--- src/rtl/core/rbsc_pkg.sv ---
package rbsc_pkg;

   localparam logic [31:0] K_A = 32'h1111_1111;
   localparam logic [31:0] K_B = 32'h5555_5555;
   localparam logic [31:0] K_C = 32'hAAAA_AAAA;

   localparam logic [31:0] ROT_INIT = K_C ^ 32'h5E50_2382;
   localparam logic [31:0] A_INIT   = K_A ^ 32'h6649_A53A;
   localparam logic [31:0] B_INIT   = K_B ^ 32'h62FD_125B;
   localparam logic [31:0] W1_MASK  = K_A ^ 32'h8AF6_5559;
   localparam logic [31:0] W2_MASK  = K_B ^ 32'h33A1_791D;
   localparam logic [31:0] MIX_MASK = K_C ^ 32'h8CD1_A1BB;
   localparam logic [31:0] T1_AND   = K_A ^ 32'hACFA_66CF;
   localparam logic [31:0] T1_OR    = K_B ^ 32'h5751_5D54;
   localparam logic [31:0] T2_AND   = K_C ^ 32'hD7D4_1174;
   localparam logic [31:0] T2_OR    = K_A ^ 32'h1191_5130;

   localparam logic [31:0] DEFAULT_BASE = B_INIT ^ A_INIT ^ ROT_INIT;

   localparam logic [7:0] POS_MULT = 8'hB9;

   // multiplier digit width, bits per cycle
   localparam int MUL_DIGIT = 4;
   localparam int MUL_STEPS = 32 / MUL_DIGIT;
   localparam int MUL_CNT_W = $clog2(MUL_STEPS);

   localparam int CSR_IDX_W = 1;
   localparam logic [CSR_IDX_W-1:0] CSR_KEY_SEED    = 1'd0;
   localparam logic [CSR_IDX_W-1:0] CSR_USE_DEFAULT = 1'd1;

   typedef struct packed {
      logic        start;
      logic [31:0] seed;
   } sched_ctl_type;

   typedef struct packed {
      logic        done;
      logic [31:0] key;
   } sched_sts_type;

endpackage

--- src/rtl/core/rbsc_req_if.sv ---
interface rbsc_req_if;
   logic       valid;
   logic       ready;
   logic [7:0] data_in;
   logic       last_in;

   modport source (output valid, output data_in, output last_in, input ready);
   modport sink   (input valid, input data_in, input last_in, output ready);
endinterface

--- src/rtl/core/rbsc_rsp_if.sv ---
interface rbsc_rsp_if;
   logic       valid;
   logic       ready;
   logic [7:0] data_out;
   logic       last_out;

   modport source (output valid, output data_out, output last_out, input ready);
   modport sink   (input valid, input data_out, input last_out, output ready);
endinterface

--- src/rtl/core/rbsc_sched.sv ---
module rbsc_sched (
   input  logic                    clock,
   input  logic                    reset,
   input  rbsc_pkg::sched_ctl_type ctl,
   output rbsc_pkg::sched_sts_type sts
);

   localparam int D = rbsc_pkg::MUL_DIGIT;
   localparam int CW = rbsc_pkg::MUL_CNT_W;
   localparam logic [CW-1:0] LAST_STEP = CW'(rbsc_pkg::MUL_STEPS - 1);

   localparam logic [2:0] SS_IDLE  = 3'd0;
   localparam logic [2:0] SS_PREP  = 3'd1;
   localparam logic [2:0] SS_LOADT = 3'd2;
   localparam logic [2:0] SS_MUL   = 3'd3;
   localparam logic [2:0] SS_FOLD  = 3'd4;

   logic [2:0]    st_ff, st_in;
   logic [1:0]    round_ff, round_in;
   logic          second_ff, second_in;
   logic [CW-1:0] cnt_ff, cnt_in;
   logic          done_ff, done_in;
   logic [31:0]   rot_ff, rot_in, a_ff, a_in, b_ff, b_in;
   logic [31:0]   s_ff, s_in, w1_ff, w1_in, w2_ff, w2_in;
   logic [31:0]   mix_ff, mix_in, xa_ff, xa_in, xb_ff, xb_in;
   logic [31:0]   t_ff, t_in, x_ff, x_in, key_ff, key_in;
   logic [63:0]   prod_ff, prod_in;

   logic [31:0] w_sel, rot_next, lo, hi, a_fold;
   logic [31+D:0] partial;

   always_comb begin
      case (round_ff)
         2'd1:    w_sel = w1_ff;
         2'd2:    w_sel = w2_ff;
         default: w_sel = s_ff;
      endcase
   end

   assign rot_next = {rot_ff[30:0], rot_ff[31]};
   assign partial  = {{D{1'b0}}, prod_ff[63:32]} + ((32+D)'(t_ff) * (32+D)'(x_ff[D-1:0]));
   assign lo       = prod_ff[31:0];
   assign hi       = prod_ff[63:32];
   assign a_fold   = lo + {hi[30:0], 1'b0};

   always_comb begin
      st_in     = st_ff;
      round_in  = round_ff;
      second_in = second_ff;
      cnt_in    = cnt_ff;
      done_in   = 1'b0;
      rot_in    = rot_ff;
      a_in      = a_ff;
      b_in      = b_ff;
      s_in      = s_ff;
      w1_in     = w1_ff;
      w2_in     = w2_ff;
      mix_in    = mix_ff;
      xa_in     = xa_ff;
      xb_in     = xb_ff;
      t_in      = t_ff;
      x_in      = x_ff;
      key_in    = key_ff;
      prod_in   = prod_ff;
      unique case (st_ff)
         SS_IDLE: begin
            if (ctl.start) begin
               s_in     = ctl.seed;
               w1_in    = ctl.seed ^ rbsc_pkg::W1_MASK;
               w2_in    = ctl.seed ^ rbsc_pkg::W2_MASK;
               rot_in   = rbsc_pkg::ROT_INIT;
               a_in     = rbsc_pkg::A_INIT;
               b_in     = rbsc_pkg::B_INIT;
               round_in = 2'd0;
               st_in    = SS_PREP;
            end
         end
         SS_PREP: begin
            rot_in    = rot_next;
            mix_in    = rbsc_pkg::MIX_MASK ^ rot_next;
            xb_in     = b_ff ^ w_sel;
            xa_in     = a_ff ^ w_sel;
            second_in = 1'b0;
            st_in     = SS_LOADT;
         end
         SS_LOADT: begin
            if (!second_ff) begin
               t_in = ((mix_ff + xa_ff) & rbsc_pkg::T1_AND) | rbsc_pkg::T1_OR;
               x_in = xb_ff;
            end else begin
               t_in = ((mix_ff + xb_ff) & rbsc_pkg::T2_AND) | rbsc_pkg::T2_OR;
               x_in = xa_ff;
            end
            prod_in = '0;
            cnt_in  = '0;
            st_in   = SS_MUL;
         end
         SS_MUL: begin
            prod_in = {partial, prod_ff[31:D]};
            x_in    = x_ff >> D;
            cnt_in  = cnt_ff + CW'(1);
            if (cnt_ff == LAST_STEP) begin
               st_in = SS_FOLD;
            end
         end
         SS_FOLD: begin
            if (!second_ff) begin
               b_in      = hi + lo + {31'b0, hi != 32'd0};
               second_in = 1'b1;
               st_in     = SS_LOADT;
            end else begin
               a_in = a_fold;
               if (round_ff == 2'd3) begin
                  key_in  = b_ff ^ a_fold;
                  done_in = 1'b1;
                  st_in   = SS_IDLE;
               end else begin
                  round_in = round_ff + 2'd1;
                  st_in    = SS_PREP;
               end
            end
         end
         default: st_in = SS_IDLE;
      endcase
   end

   always_ff @(posedge clock) begin
      if (reset) begin
         st_ff   <= SS_IDLE;
         done_ff <= 1'b0;
      end else begin
         st_ff   <= st_in;
         done_ff <= done_in;
      end
      round_ff  <= round_in;
      second_ff <= second_in;
      cnt_ff    <= cnt_in;
      rot_ff    <= rot_in;
      a_ff      <= a_in;
      b_ff      <= b_in;
      s_ff      <= s_in;
      w1_ff     <= w1_in;
      w2_ff     <= w2_in;
      mix_ff    <= mix_in;
      xa_ff     <= xa_in;
      xb_ff     <= xb_in;
      t_ff      <= t_in;
      x_ff      <= x_in;
      key_ff    <= key_in;
      prod_ff   <= prod_in;
   end

   assign sts.done = done_ff;
   assign sts.key  = key_ff;

   a_start_idle: assert property (@(posedge clock) disable iff (reset)
      ctl.start |-> st_ff == SS_IDLE)
      else $error("schedule started while busy");

   a_done_from_fold: assert property (@(posedge clock) disable iff (reset)
      done_ff |-> $past(st_ff) == SS_FOLD && $past(round_ff) == 2'd3)
      else $error("schedule done without final fold");

   a_mul_steps: assert property (@(posedge clock) disable iff (reset)
      st_ff == SS_FOLD |-> $past(st_ff) == SS_MUL && $past(cnt_ff) == LAST_STEP)
      else $error("fold before all digits done");

endmodule

--- src/rtl/core/rekeying_byte_stream_cipher_core.sv ---
// channel  | dir | payload           | handshake
// req_bus  | in  | data_in, last_in  | valid/ready
// rsp_bus  | out | data_out, last_out| valid/ready
// csr_*    | in  | index, wdata      | csr_we, no wait
//
// Bytes inside a message: one word per cycle while rsp_bus.ready is high, output registered.
// First byte of a message: one key schedule run, two runs when
// the default key is selected; each run is 4 rounds of two 8-step serial multiplies.
// After every 256th byte one schedule run rekeys before the next word is taken.
// Synchronous active-high reset; req_bus.ready drops while a schedule runs, while
// the first word of a message leaves the hold register, and while the output word
// is held by rsp_bus.ready low.
module rekeying_byte_stream_cipher_core (
   input  logic                               clock,
   input  logic                               reset,
   rbsc_req_if.sink                           req_bus,
   rbsc_rsp_if.source                         rsp_bus,
   input  logic                               csr_we,
   input  logic [rbsc_pkg::CSR_IDX_W-1:0]     csr_index,
   input  logic [31:0]                        csr_wdata
);

   localparam logic [2:0] ST_RUN   = 3'd0;
   localparam logic [2:0] ST_DEF   = 3'd1;
   localparam logic [2:0] ST_KEY   = 3'd2;
   localparam logic [2:0] ST_HOLD  = 3'd3;
   localparam logic [2:0] ST_REKEY = 3'd4;

   logic [2:0]  state_ff, state_in;
   logic [31:0] key_seed_ff, key_seed_in;
   logic        use_def_ff, use_def_in;
   logic [31:0] key_word_ff, key_word_in;
   logic [31:0] pos_ff, pos_in;
   logic        in_msg_ff, in_msg_in;
   logic [7:0]  hold_data_ff;
   logic        hold_last_ff;
   logic        rsp_valid_ff, rsp_valid_in;
   logic [7:0]  rsp_data_ff, rsp_data_in;
   logic        rsp_last_ff, rsp_last_in;

   rbsc_pkg::sched_ctl_type sched_ctl;
   rbsc_pkg::sched_sts_type sched_sts;

   logic       space, accept, fire;
   logic [7:0] item_data, kb, pb;
   logic       item_last;

   rbsc_sched u_sched (
      .clock (clock),
      .reset (reset),
      .ctl   (sched_ctl),
      .sts   (sched_sts)
   );

   assign space         = !rsp_valid_ff || rsp_bus.ready;
   assign req_bus.ready = (state_ff == ST_RUN) && space;
   assign accept        = req_bus.valid && req_bus.ready;
   assign fire          = (accept && in_msg_ff) || (state_ff == ST_HOLD && space);
   assign item_data     = (state_ff == ST_HOLD) ? hold_data_ff : req_bus.data_in;
   assign item_last     = (state_ff == ST_HOLD) ? hold_last_ff : req_bus.last_in;
   assign pb            = 8'(pos_ff[7:0] * rbsc_pkg::POS_MULT);

   always_comb begin
      case (pos_ff[1:0])
         2'd0:    kb = key_word_ff[7:0];
         2'd1:    kb = key_word_ff[15:8];
         2'd2:    kb = key_word_ff[23:16];
         default: kb = key_word_ff[31:24];
      endcase
   end

   always_comb begin
      key_seed_in = key_seed_ff;
      use_def_in  = use_def_ff;
      if (csr_we) begin
         unique case (csr_index)
            rbsc_pkg::CSR_KEY_SEED:    key_seed_in = csr_wdata;
            rbsc_pkg::CSR_USE_DEFAULT: use_def_in  = csr_wdata[0];
            default: ;
         endcase
      end
   end

   always_comb begin
      state_in       = state_ff;
      key_word_in    = key_word_ff;
      pos_in         = pos_ff;
      in_msg_in      = in_msg_ff;
      sched_ctl      = '0;
      rsp_valid_in   = rsp_valid_ff && !rsp_bus.ready;
      rsp_data_in    = rsp_data_ff;
      rsp_last_in    = rsp_last_ff;
      if (fire) begin
         rsp_valid_in = 1'b1;
         rsp_data_in  = item_data ^ kb ^ pb;
         rsp_last_in  = item_last;
         pos_in       = pos_ff + 32'd1;
         if (item_last) begin
            in_msg_in = 1'b0;
         end
      end
      unique case (state_ff) inside
         ST_RUN, ST_HOLD: begin
            if (accept && !in_msg_ff) begin
               pos_in         = '0;
               in_msg_in      = 1'b1;
               sched_ctl.start = 1'b1;
               sched_ctl.seed  = use_def_ff ? rbsc_pkg::DEFAULT_BASE : key_seed_ff;
               state_in       = use_def_ff ? ST_DEF : ST_KEY;
            end else if (fire) begin
               if (pos_ff[7:0] == 8'hFF) begin
                  sched_ctl.start = 1'b1;
                  sched_ctl.seed  = key_word_ff ^ pos_ff;
                  state_in       = ST_REKEY;
               end else begin
                  state_in = ST_RUN;
               end
            end
         end
         ST_DEF: begin
            if (sched_sts.done) begin
               sched_ctl.start = 1'b1;
               sched_ctl.seed  = sched_sts.key;
               state_in       = ST_KEY;
            end
         end
         ST_KEY: begin
            if (sched_sts.done) begin
               key_word_in = sched_sts.key;
               state_in    = ST_HOLD;
            end
         end
         ST_REKEY: begin
            if (sched_sts.done) begin
               key_word_in = sched_sts.key;
               state_in    = ST_RUN;
            end
         end
         default: state_in = ST_RUN;
      endcase
   end

   always_ff @(posedge clock) begin
      if (reset) begin
         state_ff     <= ST_RUN;
         key_seed_ff  <= '0;
         use_def_ff   <= 1'b1;
         key_word_ff  <= '0;
         pos_ff       <= '0;
         in_msg_ff    <= 1'b0;
         rsp_valid_ff <= 1'b0;
      end else begin
         state_ff     <= state_in;
         key_seed_ff  <= key_seed_in;
         use_def_ff   <= use_def_in;
         key_word_ff  <= key_word_in;
         pos_ff       <= pos_in;
         in_msg_ff    <= in_msg_in;
         rsp_valid_ff <= rsp_valid_in;
      end
      if (accept) begin
         hold_data_ff <= req_bus.data_in;
         hold_last_ff <= req_bus.last_in;
      end
      rsp_data_ff <= rsp_data_in;
      rsp_last_ff <= rsp_last_in;
   end

   assign rsp_bus.valid    = rsp_valid_ff;
   assign rsp_bus.data_out = rsp_data_ff;
   assign rsp_bus.last_out = rsp_last_ff;

   a_done_when_waiting: assert property (@(posedge clock) disable iff (reset)
      sched_sts.done |-> state_ff == ST_DEF || state_ff == ST_KEY || state_ff == ST_REKEY)
      else $error("schedule result with no one waiting");

   a_pos_step: assert property (@(posedge clock) disable iff (reset)
      fire |=> pos_ff == $past(pos_ff) + 32'd1)
      else $error("byte position did not advance");

   a_rekey_boundary: assert property (@(posedge clock) disable iff (reset)
      state_ff == ST_REKEY && $past(state_ff) != ST_REKEY |-> pos_ff[7:0] == 8'h00)
      else $error("rekey off the 256-byte boundary");

endmodule

--- src/flat_wrapper.sv ---
// flat-port wrapper written by rule: the top's interface ports become plain ports
module rekeying_byte_stream_cipher_core_flat 
  (clock, reset, csr_we, csr_index, csr_wdata, req_bus_valid, req_bus_data_in, req_bus_last_in, req_bus_ready, rsp_bus_valid, rsp_bus_data_out, rsp_bus_last_out, rsp_bus_ready);
  rbsc_req_if req_bus_i ();
  rbsc_rsp_if rsp_bus_i ();
  input  logic clock;
  input  logic reset;
  input  logic csr_we;
  input  logic [rbsc_pkg::CSR_IDX_W-1:0] csr_index;
  input  logic [31:0] csr_wdata;
  input wire logic [$bits(req_bus_i.valid)-1:0] req_bus_valid;
  input wire logic [$bits(req_bus_i.data_in)-1:0] req_bus_data_in;
  input wire logic [$bits(req_bus_i.last_in)-1:0] req_bus_last_in;
  output wire logic [$bits(req_bus_i.ready)-1:0] req_bus_ready;
  output wire logic [$bits(rsp_bus_i.valid)-1:0] rsp_bus_valid;
  output wire logic [$bits(rsp_bus_i.data_out)-1:0] rsp_bus_data_out;
  output wire logic [$bits(rsp_bus_i.last_out)-1:0] rsp_bus_last_out;
  input wire logic [$bits(rsp_bus_i.ready)-1:0] rsp_bus_ready;
  assign req_bus_i.valid = req_bus_valid;
  assign req_bus_i.data_in = req_bus_data_in;
  assign req_bus_i.last_in = req_bus_last_in;
  assign req_bus_ready = req_bus_i.ready;
  assign rsp_bus_valid = rsp_bus_i.valid;
  assign rsp_bus_data_out = rsp_bus_i.data_out;
  assign rsp_bus_last_out = rsp_bus_i.last_out;
  assign rsp_bus_i.ready = rsp_bus_ready;
  rekeying_byte_stream_cipher_core u_core (.clock(clock), .reset(reset), .req_bus(req_bus_i), .rsp_bus(rsp_bus_i), .csr_we(csr_we), .csr_index(csr_index), .csr_wdata(csr_wdata));
endmodule
--- config.mk ---
export PLATFORM = sky130hd
export DESIGN_NAME = rekeying_byte_stream_cipher_core_flat
export DESIGN_NICKNAME = d
export VERILOG_FILES = /design/src/rtl/core/rbsc_pkg.sv /design/src/rtl/core/rbsc_req_if.sv /design/src/rtl/core/rbsc_rsp_if.sv /design/src/rtl/core/rbsc_sched.sv /design/src/rtl/core/rekeying_byte_stream_cipher_core.sv /design/src/flat_wrapper.sv
export SDC_FILE = /design/constraint.sdc
export NUM_CORES = 1
export LEC_CHECK = 0
export BUFFER_PORTS_ARGS = -buffer_cell sky130_fd_sc_hd__clkbuf_2
export CORE_MARGIN = 3
export CORE_UTILIZATION = 55
export CTS_CLUSTER_DIAMETER = 120
export DETAILED_ROUTE_END_ITERATION = 7
export HOLD_SLACK_MARGIN = 0.06
export PLACE_DENSITY = 0.81
export SLEW_MARGIN = 20
export SYNTH_ARGS = -nofsm -noshare
export SYNTH_HDL_FRONTEND = slang
export SYNTH_SLANG_ARGS = --single-unit
--- constraint.sdc ---
create_clock -name clock -period 7.3 [get_ports clock]
set_input_delay 1.46 -clock clock [delete_from_list [all_inputs] [get_ports clock]]
set_output_delay 1.46 -clock clock [all_outputs]
set_load 0.01 [all_outputs]
# ---- Yosys cells after proc, flatten, opt, wreduce, memory -nomap -nowiden
# Index checks and enable logic that the tools add are counted.
dict set report classes {
  add_sub_neg 9
  n_mul 2
  eq_ne 24
  n_mux 50
  bitwise_logic 12
  reduce_logical 33
}
# operator n
set op_table {}
lappend op_table {{two-way mux 32 bit} 10}
lappend op_table {{one-hot mux 32 bit (2 select lines)} 5}
lappend op_table {{two-way mux 33 bit} 4}
lappend op_table {{one-hot mux 64 bit (2 select lines)} 1}
lappend op_table {{XOR 32 bit} 4}
lappend op_table {{adder 32 bit} 3}
lappend op_table {{one-hot mux 33 bit (2 select lines)} 1}
lappend op_table {{adder 32 x 36 -> 36 bit} 1}
lappend op_table {{multiplier 32 x 4 -> 36 bit} 1}
lappend op_table {{adder 32 x 1 -> 32 bit} 1}
lappend op_table {{adder 32 x 1 -> 32 bit (second input constant)} 1}
lappend op_table {{nonzero test 32 bit} 1}
lappend op_table {{adder 31 bit} 1}
lappend op_table {{two-way mux 30 bit} 1}
lappend op_table {{inverter 14 bit} 2}
lappend op_table {{two-way mux 3 bit} 8}
lappend op_table {{one-hot mux 8 bit (3 select lines)} 1}
lappend op_table {{XOR 8 bit} 2}
lappend op_table {{inverter 15 bit} 1}
lappend op_table {{one-hot mux 3 bit (5 select lines)} 1}
lappend op_table {{inequality test 2 bit (second input constant)} 7}
lappend op_table {{== test 3 x 2 -> 1 bit (second input constant)} 4}
lappend op_table {{one-hot mux 3 bit (4 select lines)} 1}
lappend op_table {{AND reduction 2 bit} 6}
lappend op_table {{27 further kinds} 62}
dict set report totals {
  ff_bits 578
  in_bits 47
  output_inout_bits 11
  elab_cells 161
}

# ---- Longest topological paths before layout
dict set report logic_depth {
  depth_word 11
  mapped_depth 17
  ltp_nobuf 16
}

# ---- Modules after synthesis
# Synthesis repeated with hierarchy kept, for this count alone.
dict set report unflattened {
  hier_cells 3190
  area_unflattened_um2 33049.2
}
# module instances cells_per_inst area_each_um2 seq_area_each_um2
set by_module_without_submodules {}
lappend by_module_without_submodules {rbsc_sched 1 2450 26823.2 12391.9}
lappend by_module_without_submodules {rekeying_byte_stream_cipher_core 1 740 6226.0 2582.5}

# ---- Least setup slack after synthesis
# No wires, ideal clock.
dict set report synth_path {
  kind {input to register}
  from {input req_bus_valid}
  to {register u_core.u_sched.round_ff[0] (enable)}
  setup_time_ps 316
  arrival_time_ps 6326
  required_time_ps 6984
  path_slack_ps 658
  stages 8
  path_buffers 0
  path_cell_list {nand4bb_1 a211oi_4 nand4_1 nor2_1 nor3_1 nor2b_1 a21o_1 a21boi_1}
}
dict set report synth_via {
  elab_chain_len 8
}
# element line_no
set synth_lines {}
lappend synth_lines {{start, declared} flat_wrapper.sv:11} ;# input wire logic [$bits(req_bus_i.valid)-1:0] req_bus_valid;
lappend synth_lines {{logical AND 1 bit (*)} rekeying_byte_stream_cipher_core.sv:57} ;# assign accept = req_bus.valid && req_bus.ready;
lappend synth_lines {{logical AND 1 bit} rekeying_byte_stream_cipher_core.sv:58} ;# assign fire = (accept && in_msg_ff) || (state_ff == ST_HOLD && space);
lappend synth_lines {{logical OR 1 bit} rekeying_byte_stream_cipher_core.sv:58}
lappend synth_lines {{two-way mux 33 bit} rekeying_byte_stream_cipher_core.sv:110} ;# end else if (fire) begin
lappend synth_lines {{two-way mux 33 bit (*)} rekeying_byte_stream_cipher_core.sv:104} ;# if (accept && !in_msg_ff) begin
lappend synth_lines {{one-hot mux 33 bit (2 select lines) (*)} rekeying_byte_stream_cipher_core.sv:102} ;# unique case (state_ff) inside
lappend synth_lines {{inequality test 2 x 1 -> 1 bit (no line) (*)} -}
lappend synth_lines {{AND reduction 4 bit (no line) (*)} -}
lappend synth_lines {{end signal, assigned} rbsc_sched.sv:135} ;# round_ff <= round_in;
lappend synth_lines {{end, declared} rbsc_sched.sv:19} ;# logic [1:0] round_ff, round_in;
# Every way passes the cells marked *; elsewhere a longest branch is shown, timed or not.
# A chain may end at the register's enable or synchronous reset.

# ---- Worst setup path after layout
dict set report layout_path {
  from {register u_core.u_sched.x_ff[1]}
  to {register u_core.u_sched.prod_ff[58] (data pin)}
}
dict set report layout_via {
  elab_chain_len 3
}
# element line_no
set layout_lines {}
lappend layout_lines {{start, declared} rbsc_sched.sv:26} ;# logic [31:0] t_ff, t_in, x_ff, x_in, key_ff, key_in;
lappend layout_lines {{start signal, assigned} rbsc_sched.sv:148} ;# x_ff <= x_in;
lappend layout_lines {{multiplier 32 x 4 -> 36 bit} rbsc_sched.sv:41} ;# assign partial = {{D{1'b0}}, prod_ff[63:32]} + ((32+D)'(t_ff) * (32+D)'(x_ff[D-1:0]));
lappend layout_lines {{adder 32 x 36 -> 36 bit} rbsc_sched.sv:41}
lappend layout_lines {{one-hot mux 64 bit (2 select lines)} rbsc_sched.sv:65} ;# unique case (st_ff)
lappend layout_lines {{end signal, assigned} rbsc_sched.sv:150} ;# prod_ff <= prod_in;
lappend layout_lines {{end, declared} rbsc_sched.sv:27} ;# logic [63:0] prod_ff, prod_in;
# No other way between the ends.

==> summary.txt <==
STA
  • Unrepaired setup endpoints after global routing: no
  • Worst Max-Slew Pin Slew: 1.06 ns
  • Fin Setup TNS: 0 ns
  • Setup Skew: 0.0308 ns
  • Final setup viols: 0
  • Min Hold Slack: between 0.4 and 0.5 ns
  • Slew Limit Headroom: 0.288
  • Final Max Slew Viols: 0
  • Hold Violations, Final: 0
  • Tcrit/Tclk final: 0.799
  • Final Critical Period: about 5.8 ns
  • Worst setup margin: between 1 and 1.5 ns
  • Highest Clock Rate: around 170 MHz

Min path
  • Worst Hold Class: reg2reg

Detailed routing
  • Drt initial violations: approximately 2,300
  • Number of iterations in the first detailed-routing pass: 6
  • Routed WL: 81,900 um
  • Routed len/inst: roughly 21 um
  • Routed Antenna Nets: 0
  • Vias/cell: between 5 and 6
  • DR vias: 23,189
  • DR DRC count: 0

Synth
  • Area share of the largest cell type after synthesis: 0.400
  • Yosys reg bits: around 530
  • Synth cell types: 84
  • Synth Flop Type: edfxtp_1
  • Avg Cell Area, Syn: 10.6 um2
  • EDFF count, synth: between 400 and 500
  • Sequential cell area fraction in the yosys report: 0.466
  • Mapped Area: 0.0322 mm2
  • Commonest cells in the synthesized netlist: edfxtp_1 (428), nand2_1 (310), inv_1 (234), a21oi_1 (217), ha_1 (185)
  • Post-Synthesis Cells: between 3,000 and 4,000
  • Yosys warning total: 0
  • Most area-consuming cells after synthesis: edfxtp_1 (40%), ha_1 (7.2%), dfxtp_1 (6.6%), fa_1 (6.2%), xnor2_1 (4.4%)
  • Cell accounting for the most synthesized area: edfxtp_1
  • Most common cell in the netlist: edfxtp_1
  • Synthesized Nets: about 3,400
  • FFs w/ async S/R, synth: 0

Clock tree
  • Post-CTS setup buffer count: 0
  • H-tree depth: 2
  • CTS buffer count: 54
  • CTS tree: built
  • Hold buffer count at cts: 0
  • CTS clk-pin slew, worst paths: approximately 0.07 ns
  • CTS Sinks: around 530
  • Clock root buffer: clkbuf_16
  • Cts repair resizes: 0
  • Max clock buf depth: 3
  • Worst-Skew Late Latency: roughly 0.64 ns

Floorplan
  • I/O pin cnt: 58
  • Core area: 0.0578 mm2
  • Initial Util: 0.556
  • Die Area: approximately 0.06 mm2
  • Die Width: about 250 um
  • Die Ht: ~250 um
  • Row cnt: 88

Global routing
  • Antenna violations before repair: 0
  • Largest net degree at the start of global routing: 85
  • Vias in the first global route: approximately 22,000
  • Total gr overflow: 0
  • Total Routing Usage GR: 0.268
  • First-pass GRT wire length: between 100,000 and 150,000 um

Cells and area
  • Fraction of layout cells with a size suffix above 1: 0.0641
  • # diodes: 0
  • Post-layout nets: ~3,400
  • Area growth from synthesis to layout: 9.00%

Job
  • Max Cap Violations: 0

Pwr
  • Cell Pwr Density: around 300 mW/mm2
  • P_leak: roughly 14 nW
  • Final Power: approximately 11 mW
  • Maximum vdd drop: between 200 and 250 uV

Critical path
  • CP cell instances: and2_1 -> fa_1 -> fa_1 -> inv_1 -> fa_1 -> inv_1 -> ha_1 -> a21o_1 -> a21o_1 -> a221o_1 -> a41oi_2 -> a31oi_1 -> a31oi_1 -> o21ai_1 -> a311oi_1 -> nor4_1
  • R2r setup slk: 1.47 ns
  • Critical-path top delay cell: edfxtp_1
  • Arrival time at the worst endpoint: 6.18 ns
  • Crit path kind: reg2reg
  • Crit path top cell by count: fa_1
  • CP Max Fanout: 32
  • CP Capture Type: flop
  • Setup crit start kind: flop
  • CP max stage delay: between 0.9 and 1 ns
  • Critical Path RT: roughly 7.7 ns

Placement
  • Pre-CTS WS: 1.50 ns
  • Final GP Congestion: 0.927
  • HPWL Detailed: between 60,000 and 70,000 um
  • Buffers on Ports: 57

Outcome
  • Status: finished, final reports clean
## area by class of cell
type                    instances  area [um2]
repair buffers                 81         465
well taps                     765         957
flip-flops and latches        534       15000
fillers                      4580       22800
clock inverters                38         413
multi-input cells            2166       15900
inverters                     236         888
clock buffers                  64        1410
## per-layer routing
metal,routed length (um),global-route usage,up-vias,share of wire
li1,-,-,10758,-
met1,33100,0.364,11198,0.40
met2,38000,0.426,1035,0.46
met3,6920,0.0446,198,0.084
met4,3950,0.115,0,0.048
met5,0,0,-,0
## sequential cells by signal, summed over array words and instances (netlist names), 3 cells and up
signal and count:
u_core.u_sched.mix_ff 32, u_core.u_sched.xb_ff 32, u_core.u_sched.s_ff 32, u_core.u_sched.key_ff 32, u_core.u_sched.x_ff 32, u_core.u_sched.a_ff 32, u_core.u_sched.t_ff 31, u_core.u_sched.prod_ff 64
u_core.key_word_ff 32, u_core.state_ff 3, u_core.u_sched.cnt_ff 3, u_core.u_sched.xa_ff 32, u_core.u_sched.b_ff 32, u_core.pos_ff 32, u_core.u_sched.w2_ff 6, u_core.u_sched.st_ff 3
u_core.rsp_bus.data_out 8, u_core.u_sched.rot_ff 32, u_core.u_sched.w1_ff 15, u_core.hold_data_ff 8, u_core.key_seed_ff 32
## logic make-up after synthesis
kind of cell,Yosys count,synth area share
AND/OR/NAND/NOR,901,0.138
AO/OA/AOI/OAI,642,0.127
flip-flops,534,0.466
buffers and inverters,342,0.0399
XOR/XNOR,290,0.0798
adder cells (fa/ha/maj),284,0.134
multiplexers,49,0.0153
## final timing paths
path,startpoint,to,depth (start not counted)
worst min register to register,u_core.u_sched.rot_ff[27]$_SDFFCE_PN0P_,u_core.u_sched.mix_ff[28]$_DFFE_PP_,0
worst min-delay path,u_core.u_sched.rot_ff[27]$_SDFFCE_PN0P_,u_core.u_sched.mix_ff[28]$_DFFE_PP_,0
worst max register to register,u_core.u_sched.x_ff[1]$_DFFE_PP_,u_core.u_sched.prod_ff[58]$_SDFFCE_PN0P_,16
worst max-delay path,u_core.u_sched.x_ff[1]$_DFFE_PP_,u_core.u_sched.prod_ff[58]$_SDFFCE_PN0P_,16
## placed cells by master (no fill, tap or decap), types with 16 or more instances in the layout
cell	Yosys	routed
nor2_1	174	173
xor2_1	128	128
edfxtp_1	428	428
a22oi_1	19	19
nand3_1	35	35
nand2_1	310	310
clkbuf_2	0	57
dfxtp_1	106	106
inv_1	234	234
nor3_1	28	27
fa_1	99	99
o21ai_0	109	109
a21o_1	65	65
o21ai_1	25	25
nand2b_1	34	34
and2_1	146	145
o21a_1	31	31
a21oi_1	217	217
buf_4	0	24
nand4_1	16	16
and3_1	55	55
nor3b_1	20	19
ha_1	185	185
a211oi_1	19	19
xnor2_1	160	160
mux2i_1	48	48
nor4_1	17	17
o211ai_1	20	20
o21bai_1	16	16
clkbuf_16	0	54
## critical path: cells and delay by family (launching register included)
kind	cells	cell delay, ns
and+or+nand+nor	2	0.35
DFF	1	0.98
AOI/OAI and AO/OA	8	2.27
buffers and inverters	2	0.10
adders and majority gates	4	1.85
## per-stage QoR
stage                      util  instances  instance area [um2]
after detailed placement  0.575       3782                33200
after global routing      0.606       3884                35000
after global placement    0.575       3782                33200
final                     0.606       3884                35000
after floorplan               -       3042                32200
after CTS                 0.606       3884                35000
## where the power goes
part           switching [mW]  leakage (nW)  internal (mW)
sequential              0.286          4.68           3.81
combinational            2.28          8.18           1.48
clock                    1.25         0.858           1.58
total                    3.82          13.7           6.87
Note: power is estimated with default switching activity, not from simulation.
